### src/hw/rtl/kss_pkg.sv
`timescale 1ns / 1ps

package kss_pkg;

    localparam int QUEUE_DEPTH = 32;
    localparam int NUM_CLASSES = 4;
    localparam int PTR_W       = $clog2(QUEUE_DEPTH);
    localparam int CNT_W       = $clog2(QUEUE_DEPTH + 1);
    localparam int SUM_W       = $clog2(QUEUE_DEPTH * 255 + 1);
    localparam int DSTEP_W     = $clog2(SUM_W + 1);

    localparam int CFG_ADDR_W = 3;
    localparam int CFG_DATA_W = 16;

    localparam logic [CFG_ADDR_W-1:0] CFG_WINDOW   = 3'd0;
    localparam logic [CFG_ADDR_W-1:0] CFG_MIN      = 3'd1;
    localparam logic [CFG_ADDR_W-1:0] CFG_SUPPRESS = 3'd2;
    localparam logic [CFG_ADDR_W-1:0] CFG_THR0     = 3'd3;
    localparam logic [CFG_ADDR_W-1:0] CFG_THR1     = 3'd4;
    localparam logic [CFG_ADDR_W-1:0] CFG_THR2     = 3'd5;
    localparam logic [CFG_ADDR_W-1:0] CFG_THR3     = 3'd6;

    localparam logic [15:0] WINDOW_RST   = 16'd1000;
    localparam logic [5:0]  MIN_RST      = 6'd3;
    localparam logic [15:0] SUPPRESS_RST = 16'd1500;
    localparam logic [NUM_CLASSES-1:0][7:0] THR_RST = {8'd180, 8'd180, 8'd215, 8'd200};

    typedef struct packed {
        logic [NUM_CLASSES-1:0][7:0] score;
        logic [31:0]                 tm;
    } t_entry;

    typedef struct packed {
        logic load;
        logic store;
        logic pop;
        logic sum_init;
        logic sum_step;
        logic div_init;
        logic div_step;
        logic set_err;
        logic set_undec;
        logic set_fin;
        logic emit;
    } t_kss_cmd;

    typedef struct packed {
        logic             order_err;
        logic             prune;
        logic             undec;
        logic             sum_done;
        logic             div_done;
        logic             out_free;
        logic [CNT_W-1:0] count;
    } t_kss_sts;

    function automatic logic [PTR_W-1:0] kss_next(input logic [PTR_W-1:0] p);
        kss_next = (p == PTR_W'(QUEUE_DEPTH - 1)) ? '0 : p + PTR_W'(1);
    endfunction

endpackage

### src/hw/rtl/kss_ctrl.sv
`timescale 1ns / 1ps

module kss_ctrl (
    input  logic              i_clk,
    input  logic              i_rst_n,
    input  logic              s_axis_tvalid,
    output logic              s_axis_tready,
    input  kss_pkg::t_kss_sts i_sts,
    output kss_pkg::t_kss_cmd o_cmd
);

    localparam logic [2:0] S_IDLE = 3'd0;
    localparam logic [2:0] S_CHK  = 3'd1;
    localparam logic [2:0] S_PRD  = 3'd2;
    localparam logic [2:0] S_PCHK = 3'd3;
    localparam logic [2:0] S_SUM  = 3'd4;
    localparam logic [2:0] S_DIV  = 3'd5;
    localparam logic [2:0] S_FIN  = 3'd6;
    localparam logic [2:0] S_OUT  = 3'd7;

    logic [2:0] r_state;
    logic [2:0] n_state;

    assign s_axis_tready = (r_state == S_IDLE);

    always_comb begin
        n_state = r_state;
        o_cmd   = '0;
        case (r_state)
            S_IDLE: begin
                if (s_axis_tvalid) begin
                    o_cmd.load = 1'b1;
                    n_state    = S_CHK;
                end
            end
            S_CHK: begin
                if (i_sts.order_err) begin
                    o_cmd.set_err = 1'b1;
                    n_state       = S_OUT;
                end else begin
                    o_cmd.store = 1'b1;
                    n_state     = S_PRD;
                end
            end
            S_PRD: begin
                n_state = S_PCHK;
            end
            S_PCHK: begin
                if (i_sts.prune) begin
                    o_cmd.pop = 1'b1;
                    n_state   = S_PRD;
                end else if (i_sts.undec) begin
                    o_cmd.set_undec = 1'b1;
                    n_state         = S_OUT;
                end else begin
                    o_cmd.sum_init = 1'b1;
                    n_state        = S_SUM;
                end
            end
            S_SUM: begin
                if (i_sts.sum_done) begin
                    o_cmd.div_init = 1'b1;
                    n_state        = S_DIV;
                end else begin
                    o_cmd.sum_step = 1'b1;
                end
            end
            S_DIV: begin
                if (i_sts.div_done) begin
                    n_state = S_FIN;
                end else begin
                    o_cmd.div_step = 1'b1;
                end
            end
            S_FIN: begin
                o_cmd.set_fin = 1'b1;
                n_state       = S_OUT;
            end
            S_OUT: begin
                if (i_sts.out_free) begin
                    o_cmd.emit = 1'b1;
                    n_state    = S_IDLE;
                end
            end
            default: begin
                n_state = S_IDLE;
            end
        endcase
    end

    always_ff @(posedge i_clk) begin
        if (!i_rst_n) begin
            r_state <= S_IDLE;
        end else begin
            r_state <= n_state;
        end
    end

endmodule

### src/hw/rtl/kss_dp.sv
`timescale 1ns / 1ps

module kss_dp (
    input  logic                               i_clk,
    input  logic                               i_rst_n,
    input  logic [63:0]                        i_in_data,
    input  logic                               i_cfg_we,
    input  logic [kss_pkg::CFG_ADDR_W-1:0]     i_cfg_addr,
    input  logic [kss_pkg::CFG_DATA_W-1:0]     i_cfg_wdata,
    input  kss_pkg::t_kss_cmd                  i_cmd,
    output kss_pkg::t_kss_sts                  o_sts,
    output logic                               m_axis_tvalid,
    input  logic                               m_axis_tready,
    output logic [15:0]                        m_axis_tdata
);

    localparam int NC = kss_pkg::NUM_CLASSES;

    // configuration
    logic [15:0]        r_window;
    logic [5:0]         r_min;
    logic [15:0]        r_suppress;
    logic [NC-1:0][7:0] r_thr;

    // queue
    kss_pkg::t_entry r_mem [kss_pkg::QUEUE_DEPTH];
    kss_pkg::t_entry r_rdata;
    logic [kss_pkg::PTR_W-1:0] r_ptr;
    logic [kss_pkg::CNT_W-1:0] r_cnt;
    logic [kss_pkg::PTR_W-1:0] w_rd_addr;
    logic [kss_pkg::PTR_W-1:0] w_slot;
    logic [kss_pkg::CNT_W:0]   w_slot_sum;
    logic                      w_full;

    // current item
    logic [31:0]        r_t;
    logic [NC-1:0][7:0] r_sc;

    // averaging
    logic [kss_pkg::PTR_W-1:0]   r_idx;
    logic [kss_pkg::CNT_W-1:0]   r_k;
    logic                        r_rvld;
    logic [kss_pkg::SUM_W-1:0]   r_sum [NC];
    logic [kss_pkg::CNT_W-1:0]   r_rem [NC];
    logic [kss_pkg::SUM_W-1:0]   r_quo [NC];
    logic [kss_pkg::DSTEP_W-1:0] r_dstep;
    logic [kss_pkg::CNT_W-1:0]   n_rem [NC];
    logic [kss_pkg::SUM_W-1:0]   n_quo [NC];

    // command tracking
    logic [1:0]         r_last_label;
    logic signed [32:0] r_lct;

    // result
    logic [1:0]  r_res_label;
    logic [7:0]  r_res_avg;
    logic        r_res_new;
    logic        r_res_err;
    logic        r_m_tvalid;
    logic [15:0] r_m_tdata;

    logic signed [32:0] w_t33;
    logic signed [32:0] w_ent33;
    logic signed [32:0] w_limit;
    logic signed [32:0] w_span;
    logic signed [33:0] w_since;
    logic [1:0]         w_top;
    logic [7:0]         w_top_score;
    logic               w_fresh;

    assign w_t33   = {r_t[31], r_t};
    assign w_ent33 = {r_rdata.tm[31], r_rdata.tm};
    assign w_limit = w_t33 - $signed({17'd0, r_window});
    assign w_span  = w_t33 - w_ent33;
    assign w_since = {w_t33[32], w_t33} - {r_lct[32], r_lct};

    assign w_full     = (r_cnt == kss_pkg::CNT_W'(kss_pkg::QUEUE_DEPTH));
    assign w_slot_sum = {{(kss_pkg::CNT_W + 1 - kss_pkg::PTR_W){1'b0}}, r_ptr}
                        + {1'b0, r_cnt};
    assign w_slot     = (w_slot_sum >= (kss_pkg::CNT_W + 1)'(kss_pkg::QUEUE_DEPTH))
                        ? kss_pkg::PTR_W'(w_slot_sum
                          - (kss_pkg::CNT_W + 1)'(kss_pkg::QUEUE_DEPTH))
                        : kss_pkg::PTR_W'(w_slot_sum);
    assign w_rd_addr  = i_cmd.sum_step ? r_idx : r_ptr;

    assign o_sts.order_err = (r_cnt != '0) && ($signed(r_t) < $signed(r_rdata.tm));
    assign o_sts.prune     = (r_cnt != '0) && (w_ent33 < w_limit);
    assign o_sts.undec     = (32'(r_cnt) < 32'(r_min))
                             || (w_span < $signed({19'd0, r_window[15:2]}));
    assign o_sts.sum_done  = (r_k == r_cnt) && !r_rvld;
    assign o_sts.div_done  = (r_dstep == kss_pkg::DSTEP_W'(kss_pkg::SUM_W));
    assign o_sts.out_free  = !r_m_tvalid || m_axis_tready;
    assign o_sts.count     = r_cnt;

    // restoring divide, one quotient bit per step in every lane
    always_comb begin
        logic [kss_pkg::CNT_W:0] rem_sh;
        logic [kss_pkg::CNT_W:0] dsr;
        dsr = {1'b0, r_cnt};
        for (int i = 0; i < NC; i++) begin
            rem_sh = {r_rem[i], r_quo[i][kss_pkg::SUM_W-1]};
            if (rem_sh >= dsr) begin
                n_rem[i] = kss_pkg::CNT_W'(rem_sh - dsr);
                n_quo[i] = {r_quo[i][kss_pkg::SUM_W-2:0], 1'b1};
            end else begin
                n_rem[i] = kss_pkg::CNT_W'(rem_sh);
                n_quo[i] = {r_quo[i][kss_pkg::SUM_W-2:0], 1'b0};
            end
        end
    end

    // first largest average
    always_comb begin
        w_top       = 2'd0;
        w_top_score = 8'd0;
        for (int i = 0; i < NC; i++) begin
            if (r_quo[i][7:0] > w_top_score) begin
                w_top_score = r_quo[i][7:0];
                w_top       = 2'(i);
            end
        end
        w_fresh = (w_top_score > r_thr[w_top])
                  && ((w_top != r_last_label) || (w_since > $signed({18'd0, r_suppress})));
    end

    always_ff @(posedge i_clk) begin
        r_rdata <= r_mem[w_rd_addr];
        if (i_cmd.store) begin
            r_mem[w_slot] <= '{score: r_sc, tm: r_t};
        end
    end

    always_ff @(posedge i_clk) begin
        if (!i_rst_n) begin
            r_window     <= kss_pkg::WINDOW_RST;
            r_min        <= kss_pkg::MIN_RST;
            r_suppress   <= kss_pkg::SUPPRESS_RST;
            r_thr        <= kss_pkg::THR_RST;
            r_ptr        <= '0;
            r_cnt        <= '0;
            r_last_label <= 2'd0;
            r_lct        <= {1'b1, 32'd0};
            r_rvld       <= 1'b0;
            r_m_tvalid   <= 1'b0;
        end else begin
            if (i_cfg_we) begin
                case (i_cfg_addr)
                    kss_pkg::CFG_WINDOW:   r_window   <= i_cfg_wdata;
                    kss_pkg::CFG_MIN:      r_min      <= i_cfg_wdata[5:0];
                    kss_pkg::CFG_SUPPRESS: r_suppress <= i_cfg_wdata;
                    kss_pkg::CFG_THR0:     r_thr[0]   <= i_cfg_wdata[7:0];
                    kss_pkg::CFG_THR1:     r_thr[1]   <= i_cfg_wdata[7:0];
                    kss_pkg::CFG_THR2:     r_thr[2]   <= i_cfg_wdata[7:0];
                    kss_pkg::CFG_THR3:     r_thr[3]   <= i_cfg_wdata[7:0];
                    default: ;
                endcase
            end
            if (i_cmd.store) begin
                if (w_full) begin
                    r_ptr <= kss_pkg::kss_next(r_ptr);
                end else begin
                    r_cnt <= r_cnt + kss_pkg::CNT_W'(1);
                end
            end else if (i_cmd.pop) begin
                r_ptr <= kss_pkg::kss_next(r_ptr);
                r_cnt <= r_cnt - kss_pkg::CNT_W'(1);
            end
            r_rvld <= i_cmd.sum_step && (r_k != r_cnt);
            if (i_cmd.set_fin && w_fresh) begin
                r_last_label <= w_top;
                r_lct        <= w_t33;
            end
            if (i_cmd.emit) begin
                r_m_tvalid <= 1'b1;
            end else if (m_axis_tready) begin
                r_m_tvalid <= 1'b0;
            end
        end
    end

    always_ff @(posedge i_clk) begin
        if (i_cmd.load) begin
            r_t  <= i_in_data[31:0];
            r_sc <= i_in_data[63:32];
        end
        if (i_cmd.sum_init) begin
            r_idx <= r_ptr;
            r_k   <= '0;
            for (int i = 0; i < NC; i++) begin
                r_sum[i] <= '0;
            end
        end else begin
            if (i_cmd.sum_step && (r_k != r_cnt)) begin
                r_idx <= kss_pkg::kss_next(r_idx);
                r_k   <= r_k + kss_pkg::CNT_W'(1);
            end
            if (r_rvld) begin
                for (int i = 0; i < NC; i++) begin
                    r_sum[i] <= r_sum[i] + kss_pkg::SUM_W'({~r_rdata.score[i][7],
                                                            r_rdata.score[i][6:0]});
                end
            end
        end
        if (i_cmd.div_init) begin
            r_dstep <= '0;
            for (int i = 0; i < NC; i++) begin
                r_quo[i] <= r_sum[i];
                r_rem[i] <= '0;
            end
        end else if (i_cmd.div_step) begin
            r_dstep <= r_dstep + kss_pkg::DSTEP_W'(1);
            for (int i = 0; i < NC; i++) begin
                r_quo[i] <= n_quo[i];
                r_rem[i] <= n_rem[i];
            end
        end
        if (i_cmd.set_err) begin
            r_res_label <= 2'd0;
            r_res_avg   <= 8'd0;
            r_res_new   <= 1'b0;
            r_res_err   <= 1'b1;
        end else if (i_cmd.set_undec) begin
            r_res_label <= r_last_label;
            r_res_avg   <= 8'd0;
            r_res_new   <= 1'b0;
            r_res_err   <= 1'b0;
        end else if (i_cmd.set_fin) begin
            r_res_label <= w_top;
            r_res_avg   <= w_top_score;
            r_res_new   <= w_fresh;
            r_res_err   <= 1'b0;
        end
        if (i_cmd.emit) begin
            r_m_tdata <= {4'd0, r_res_err, r_res_new, r_res_avg, r_res_label};
        end
    end

    assign m_axis_tvalid = r_m_tvalid;
    assign m_axis_tdata  = r_m_tdata;

endmodule

### src/hw/rtl/keyword_score_smoother_core.sv
`timescale 1ns / 1ps

// Smooths keyword classifier scores over a sliding time window and flags new
// commands. One transaction in gives exactly one result transaction out; items
// are processed one at a time. Each item walks the entry queue, which has one
// read port, once for the age-out check and once for the sums of up to 32
// entries, then a 13-step restoring divider per class forms the four averages.
// An out-of-order item skips the queue walks and the divide; an undecided one
// skips the sums and the divide.
// A new item is taken while the previous result still waits.
module keyword_score_smoother_core (
    input  logic                           i_clk,
    input  logic                           i_rst_n,
    input  logic                           s_axis_tvalid,
    output logic                           s_axis_tready,
    // [31:0] time_ms, [39:32] score_0, [47:40] score_1, [55:48] score_2, [63:56] score_3
    input  logic [63:0]                    s_axis_tdata,
    output logic                           m_axis_tvalid,
    input  logic                           m_axis_tready,
    // [1:0] label, [9:2] avg_score, [10] new_command, [11] order_error, [15:12] zero
    output logic [15:0]                    m_axis_tdata,
    input  logic                           i_cfg_we,
    input  logic [kss_pkg::CFG_ADDR_W-1:0] i_cfg_addr,
    input  logic [kss_pkg::CFG_DATA_W-1:0] i_cfg_wdata
);

    kss_pkg::t_kss_cmd w_cmd;
    kss_pkg::t_kss_sts w_sts;

    kss_ctrl u_ctrl (
        .i_clk         (i_clk),
        .i_rst_n       (i_rst_n),
        .s_axis_tvalid (s_axis_tvalid),
        .s_axis_tready (s_axis_tready),
        .i_sts         (w_sts),
        .o_cmd         (w_cmd)
    );

    kss_dp u_dp (
        .i_clk         (i_clk),
        .i_rst_n       (i_rst_n),
        .i_in_data     (s_axis_tdata),
        .i_cfg_we      (i_cfg_we),
        .i_cfg_addr    (i_cfg_addr),
        .i_cfg_wdata   (i_cfg_wdata),
        .i_cmd         (w_cmd),
        .o_sts         (w_sts),
        .m_axis_tvalid (m_axis_tvalid),
        .m_axis_tready (m_axis_tready),
        .m_axis_tdata  (m_axis_tdata)
    );

    a_emit_free: assert property (@(posedge i_clk) disable iff (!i_rst_n)
        w_cmd.emit |-> (!m_axis_tvalid || m_axis_tready))
        else $error("result loaded over a pending transaction");

    a_one_at_a_time: assert property (@(posedge i_clk) disable iff (!i_rst_n)
        (s_axis_tvalid && s_axis_tready) |=> !s_axis_tready)
        else $error("input taken while an item is in progress");

    a_count_bound: assert property (@(posedge i_clk) disable iff (!i_rst_n)
        w_sts.count <= kss_pkg::CNT_W'(kss_pkg::QUEUE_DEPTH))
        else $error("queue count beyond depth");

    a_rise_from_emit: assert property (@(posedge i_clk) disable iff (!i_rst_n)
        $rose(m_axis_tvalid) |-> $past(w_cmd.emit))
        else $error("output valid without a result");

endmodule

### config.mk
export PLATFORM = sky130hd
export DESIGN_NAME = keyword_score_smoother_core
export DESIGN_NICKNAME = d
export VERILOG_FILES = /design/src/hw/rtl/kss_pkg.sv /design/src/hw/rtl/kss_ctrl.sv /design/src/hw/rtl/kss_dp.sv /design/src/hw/rtl/keyword_score_smoother_core.sv
export SDC_FILE = /design/constraint.sdc
export NUM_CORES = 2
export LEC_CHECK = 0
export BUFFER_PORTS_ARGS = -buffer_cell sky130_fd_sc_hd__buf_2
export CAP_MARGIN = 20
export CORE_ASPECT_RATIO = 1.1
export CORE_MARGIN = 2
export CORE_UTILIZATION = 30
export CTS_CLUSTER_SIZE = 10
export DETAILED_ROUTE_END_ITERATION = 8
export GPL_TIMING_DRIVEN = 0
export SLEW_MARGIN = 30
export SYNTH_ARGS = -nofsm -noshare
export SYNTH_HDL_FRONTEND = slang
export SYNTH_SLANG_ARGS = --single-unit
### constraint.sdc
create_clock -name i_clk -period 13.53 [get_ports i_clk]
set_clock_uncertainty 0.15 [all_clocks]
set_input_delay 2.0295 -clock i_clk [delete_from_list [all_inputs] [get_ports i_clk]]
set_output_delay 2.0295 -clock i_clk [all_outputs]
set_load 0.005 [all_outputs]
After elaboration in Yosys (flattened, before gate mapping)
Memory sizes are Yosys's and may differ from the RTL's. A register that Yosys moved wholly into a read port is not among the register bits.
Index checks and enable logic that the tools add are counted.
{"block": "totals", "ff_bits": 224, "mem_bits_rw": 2176, "out_inout_bits": 18, "wordCells": 225, "mem_count": 4}
{"name": "u_dp.r_mem", "words": 32, "word_bits": 64, "read_ports": 1, "rd_ports_with_merged_regs": 1, "wr": 1, "line_no": "kss_dp.sv:26", "text": "kss_pkg::t_entry r_mem [kss_pkg::QUEUE_DEPTH];"}
{"name": "u_dp.r_quo", "words": 4, "word_bits": 13, "read_ports": 4, "rd_ports_with_merged_regs": 0, "wr": 4, "line_no": "kss_dp.sv:45", "text": "logic [kss_pkg::SUM_W-1:0] r_quo [NC];"}
{"name": "u_dp.r_sum", "words": 4, "word_bits": 13, "read_ports": 4, "rd_ports_with_merged_regs": 0, "wr": 4, "line_no": "kss_dp.sv:43", "text": "logic [kss_pkg::SUM_W-1:0] r_sum [NC];"}
{"name": "u_dp.r_rem", "words": 4, "word_bits": 6, "read_ports": 4, "rd_ports_with_merged_regs": 0, "wr": 4, "line_no": "kss_dp.sv:44", "text": "logic [kss_pkg::CNT_W-1:0] r_rem [NC];"}
{"block": "classes", "addsub": 19, "magnitude_cmp": 16, "n_eq_ne": 26, "n_mux": 88, "n_bitwise": 16, "n_reduce_logical": 29}
{"operator": "two-way mux 13 bit", "n": 8}
{"operator": "two-way mux 6 bit", "n": 11}
{"operator": "adder 13 x 8 -> 13 bit", "n": 4}
{"operator": "two-way mux 5 bit", "n": 9}
{"operator": "two-way mux 1 bit", "n": 40}
{"operator": "two-way mux 8 bit", "n": 5}
{"operator": "greater-than comparator 34 x 17 -> 1 bit", "n": 1}
{"operator": "subtractor 32 x 33 -> 34 bit", "n": 1}
{"operator": "less-than comparator 32 x 33 -> 1 bit", "n": 1}
{"operator": "less-than comparator 33 x 15 -> 1 bit", "n": 1}
{"operator": "subtractor 32 x 17 -> 33 bit", "n": 1}
{"operator": "subtractor 32 x 32 -> 33 bit", "n": 1}
{"operator": "greater-than comparator 8 bit", "n": 4}
{"operator": "less-than comparator 32 bit", "n": 1}
{"operator": "greater-or-equal comparator 7 x 6 -> 1 bit", "n": 4}
{"operator": "case mux 3 bit (8 select lines)", "n": 1}
{"operator": "subtractor 6 bit", "n": 4}
{"operator": "== test 3 bit (second input constant)", "n": 7}
{"operator": "two-way mux 3 bit", "n": 6}
{"operator": "AND reduction 2 bit", "n": 9}
{"operator": "binary-select mux 8 bit (select 2 bit)", "n": 1}
{"operator": "two-way mux 2 bit", "n": 7}
{"operator": "adder 6 x 1 -> 6 bit (second input constant)", "n": 2}
{"operator": "== test 3 x 2 -> 1 bit (second input constant)", "n": 4}
{"operator": "other kinds (28)", "n": 61}

Logic depth before layout (Yosys ltp)
An unclocked memory read counts as a cell.
{"block": "logic_depth", "depth_word": 14, "depth_mapped": 40, "mapped_depth_nobuf": 35}

By module
Synthesis repeated with hierarchy kept, for this count alone.
{"block": "hier_totals", "hier_cells": 6390, "area_unflattened_um2": 102925.0}
{"mod": "kss_dp", "instances": 1, "cells_each": 6344, "area_each_um2": 102599.7, "seq_area_each_um2": 71858.9}
{"mod": "kss_ctrl", "instances": 1, "cells_each": 46, "area_each_um2": 325.3, "seq_area_each_um2": 60.1}

Least setup slack after synthesis
No wires, ideal clock.
{"block": "synth_timing", "path_type": "reg-to-reg", "from": "memory u_dp.r_quo[1][6] in the netlist's numbering", "to": "register u_dp.r_lct[16]", "setup_ns": 0.072, "arrival_ns": 6.577, "setup_slack_ns": 6.732, "path_stages_with_launch": 36, "n_path_buf": 4, "synth_period_minus_slack_ns": 6.798, "path_cell_list": "edfxtp_1 > ha_1 > a21o_1 > a21oi_1 > o2111ai_1 > nand2_1 > clkbuf_1 > nand2_1 > o21ai_0 > ha_1 > nor2b_1 > o211ai_1 > a21oi_1 > o22ai_1 > clkbuf_1 > a21oi_1 > inv_1 > ha_1 > a21o_1 > a21oi_1 > o2111ai_1 > nand2_1 > clkbuf_1 > mux2_2 > ha_1 > nor2b_1 > o21ai_0 > nand2b_1 > a21oi_1 > nor2_1 > a211oi_1 > or3_1 > a211o_1 > nand2_2 > buf_6 > mux2i_1"}
{"item": "from (decl)", "line_no": "kss_dp.sv:45"}
{"item": "to (signal assigned)", "line_no": "kss_dp.sv:142", "text": "r_lct <= {1'b1, 32'd0};"}
{"item": "to (signal assigned)", "line_no": "kss_dp.sv:171", "text": "r_lct <= w_t33;"}
{"item": "to (decl)", "line_no": "kss_dp.sv:52", "text": "logic signed [32:0] r_lct;"}

==> reports/results.txt <==
Outcome - finished, final reports clean
CP max FO - 10
Clock Sinks - 2464
Critical Setup Path Class - reg2reg
Combinational share of power - 26.8%
CP Launch Type - flop
First-pass GRT wire length - 474 mm
Routed wire length per instance - 25.8 um
Layout cells sized above 1 - 14.8%
Largest net degree at the start of global routing - 53
Critical Path RT - 14.10 ns
Row Count - 227
Power Internal - 15.4 mW
Mapped Avg Cell Area - 14.0 um^2
Maximum VDD drop - 0.000111 V
Drt first-iter violations - 8654
Top Ports - 106
Leakage Power - 43.0 nW
DR vias/cell - 5.24
Primary FF master, synth - edfxtp_1
Seq/Total Area, Yosys - 68.8%
Clk slew on worst S/H paths - 0.06 ns
Critical path arrival - 9.89 ns
Worst-margin pin slew - 1.10 ns
Synth warn - 0
Placer Congestion - 0.874
Area delta synth->final - 19.7%
Netlist cell types - 90
Final Slew Violations - 0
Relative slew margins - 24.5%
Initial Utilization - 30.1%
Min Tclk post-route - 9.31 ns
EDFF count, synth - 2257
Seq cells post-synth - 2464
Die width - 567 um
DIE AREA - 353000 um^2
Routed wire length - 332 mm
Clock power frac - 31.4%
CP max-delay cell - clkbuf_1
Setup TNS - 0 ns
GRT Residual Overflow - 0
Nets - 8486
Pre-Repair DR Iteration Count - 6
Crit end category - flop
Vias in the first global route - 67.0k
Worst-skew pair later-pin latency - 0.88 ns
Postcts setup bufs - 0
Layout Utilization - 36.0%
HP Class - reg2reg
Total CTS buffers - 297
Hold Vio Cnt, Final - 0
PD cells - 182 nW/um^2
# H-tree levels - 5
Core area - 347000 um^2
Number of port buffers - 100
Hpwl dp - 244 mm
RSZ-0062 raised after global routing - false
TritonCTS clock tree - built
Maxcap violations - 0
DRC errors left - 0
Fmax achieved - 107 MHz
CTS Buffer Depth - 4
Gate Count Post-Synth - 7464
Resize count post-CTS - 0
Final setup fails - 0
Mapped Area - 105000 um^2
Seq pwr share - 41.8%
Sw frac - 32.4%
Final worst-path cycle share - 68.8%
Die span in y - 623 um
Number of hold buffers added after CTS - 0
GR Util All Layers - 18.3%
Ys async rst share - 0%
Antenna viol nets, final - 0
Max stage delay on crit path - 0.70 ns
Initial antenna violation count - 26
Root Buffer - clkbuf_16
Sw power - 7.39 mW
Vias - 67.4k
-- path summary, 6_finish.rpt --
| path | cells after the start | from | slack, ns | to |
|---|---|---|---|---|
| setup / recovery | 38 | u_dp.r_quo[1][6] | 4.22 | u_dp.r_lct[32] |
| hold reg to reg | 0 | u_dp.r_res_avg[0] | 0.29 | u_dp.m_axis_tdata[2] |
| hold / removal | 0 | u_dp.r_res_avg[0] | 0.29 | u_dp.m_axis_tdata[2] |
| setup reg to reg | 38 | u_dp.r_quo[1][6] | 4.22 | u_dp.r_lct[32] |
-- sequential cells by signal, summed over array words and instances, names as in the netlist, 8 cells and up --
register,cells
u_dp.m_axis_tdata,12
u_dp.r_lct,33
u_dp.r_mem,2048
u_dp.r_quo,52
u_dp.r_rdata,64
u_dp.r_rem,24
u_dp.r_res_avg,8
u_dp.r_sc,32
u_dp.r_sum,52
u_dp.r_suppress,16
u_dp.r_t,32
u_dp.r_thr,32
u_dp.r_window,16
-- cell type report --
cell class,instances,area [um^2]
fill,32489,222000
sequential,2464,71900
multi-input combinational,4407,30600
clock buffer,389,7950
timing repair buffer,369,6090
tap,4580,5730
buffer,393,1640
inverter,203,762
clock inverter,33,392
antenna,32,80.1
-- metrics by stage --
stage | setup WS [ns] | instances | hold WS [ns] | area, um^2 | power (mW)
floorplan | 6.73 | 7467 | 0.258 | 105000 | 13.1
global placement | 0.306 | 12147 | 0.292 | 111000 | 15.3
detailed placement | 4.24 | 12403 | 0.296 | 117000 | 15.7
CTS | 4.15 | 12825 | 0.303 | 125000 | 22.8
global route | 3.48 | 12866 | 0.320 | 125000 | 23.7
finish | 4.22 | 12870 | 0.285 | 125000 | 22.8
-- critical path: cells and delay by family, from the launching register on --
family | cells | cell delay [ns]
AOI/OAI and AO/OA | 16 | 3.48
adders and majority gates | 4 | 1.24
DFF | 1 | 0.44
and+or+nand+nor | 12 | 1.70
buffers and inverters | 6 | 2.18
-- power groups by stage --
stage	Sequential (mW)	Clock (mW)	Combinational [mW]
after global placement	10.1	0	5.21
after detailed placement	9.72	0	5.98
after floorplan	9.59	0	3.51
final	9.53	7.17	6.12
after global routing	9.56	7.55	6.60
after CTS	9.57	7.26	6.01
-- synthesized netlist by cell type, types with 72 or more instances --
cell type | count | area, um^2
a21o_1 | 92 | 691
a21oi_1 | 215 | 1080
a311oi_1 | 147 | 1290
and3_1 | 86 | 538
buf_1 | 72 | 270
clkbuf_1 | 268 | 1010
dfxtp_1 | 207 | 4140
edfxtp_1 | 2257 | 67800
ha_1 | 250 | 3130
inv_1 | 202 | 758
mux2i_1 | 86 | 861
mux4_2 | 316 | 7120
nand2_1 | 1563 | 5870
nand3_1 | 619 | 3100
nor2_1 | 250 | 938
o21ai_0 | 137 | 686
xnor2_1 | 75 | 657
-- per-layer routing --
metal | share of wire (%) | vias to the layer above | global-route usage, % | wire (um)
met1 | 39 | 34094 | 22.9 | 128000
met3 | 8.1 | 674 | 3.08 | 27000
met2 | 48 | 3257 | 30.4 | 158000
met5 | 0.016 | - | 0 | 53
met4 | 5.7 | 10 | 9.55 | 19000
li1 | - | 29376 | - | -
-- kinds of logic after synthesis --
family	Yosys count	share of synthesized area, %
compound gates	815	5.28
xor+xnor	136	1.14
fa+ha+maj	263	3.24
buf+inv	596	2.23
flops	2464	68.8
mux	415	7.77
other cells	1	0.00359
simple gates	2774	11.6
-- cell usage in the layout, fill, tap and decap left out, drive strengths merged, types with 12 or more instances in the layout --
master,n
nand3,619
a21o,92
inv,215
o21ai,146
clkbuf,671
clkinv,15
nand2,1564
fa,13
nor4,12
nand2b,27
a211oi,14
xnor2,75
a31oi,25
xor2,61
diode,32
mux2i,86
a21oi,216
mux2,13
a311oi,147
edfxtp,2257
a31o,24
mux4,316
o31ai,15
or3,15
nor2b,47
buf,480
ha,250
o21a,17
dfxtp,207
nor3,53
o21bai,23
nor2,250
o211ai,31
and3,86
nand4,37
Note: power is estimated with default switching activity, not from simulation.
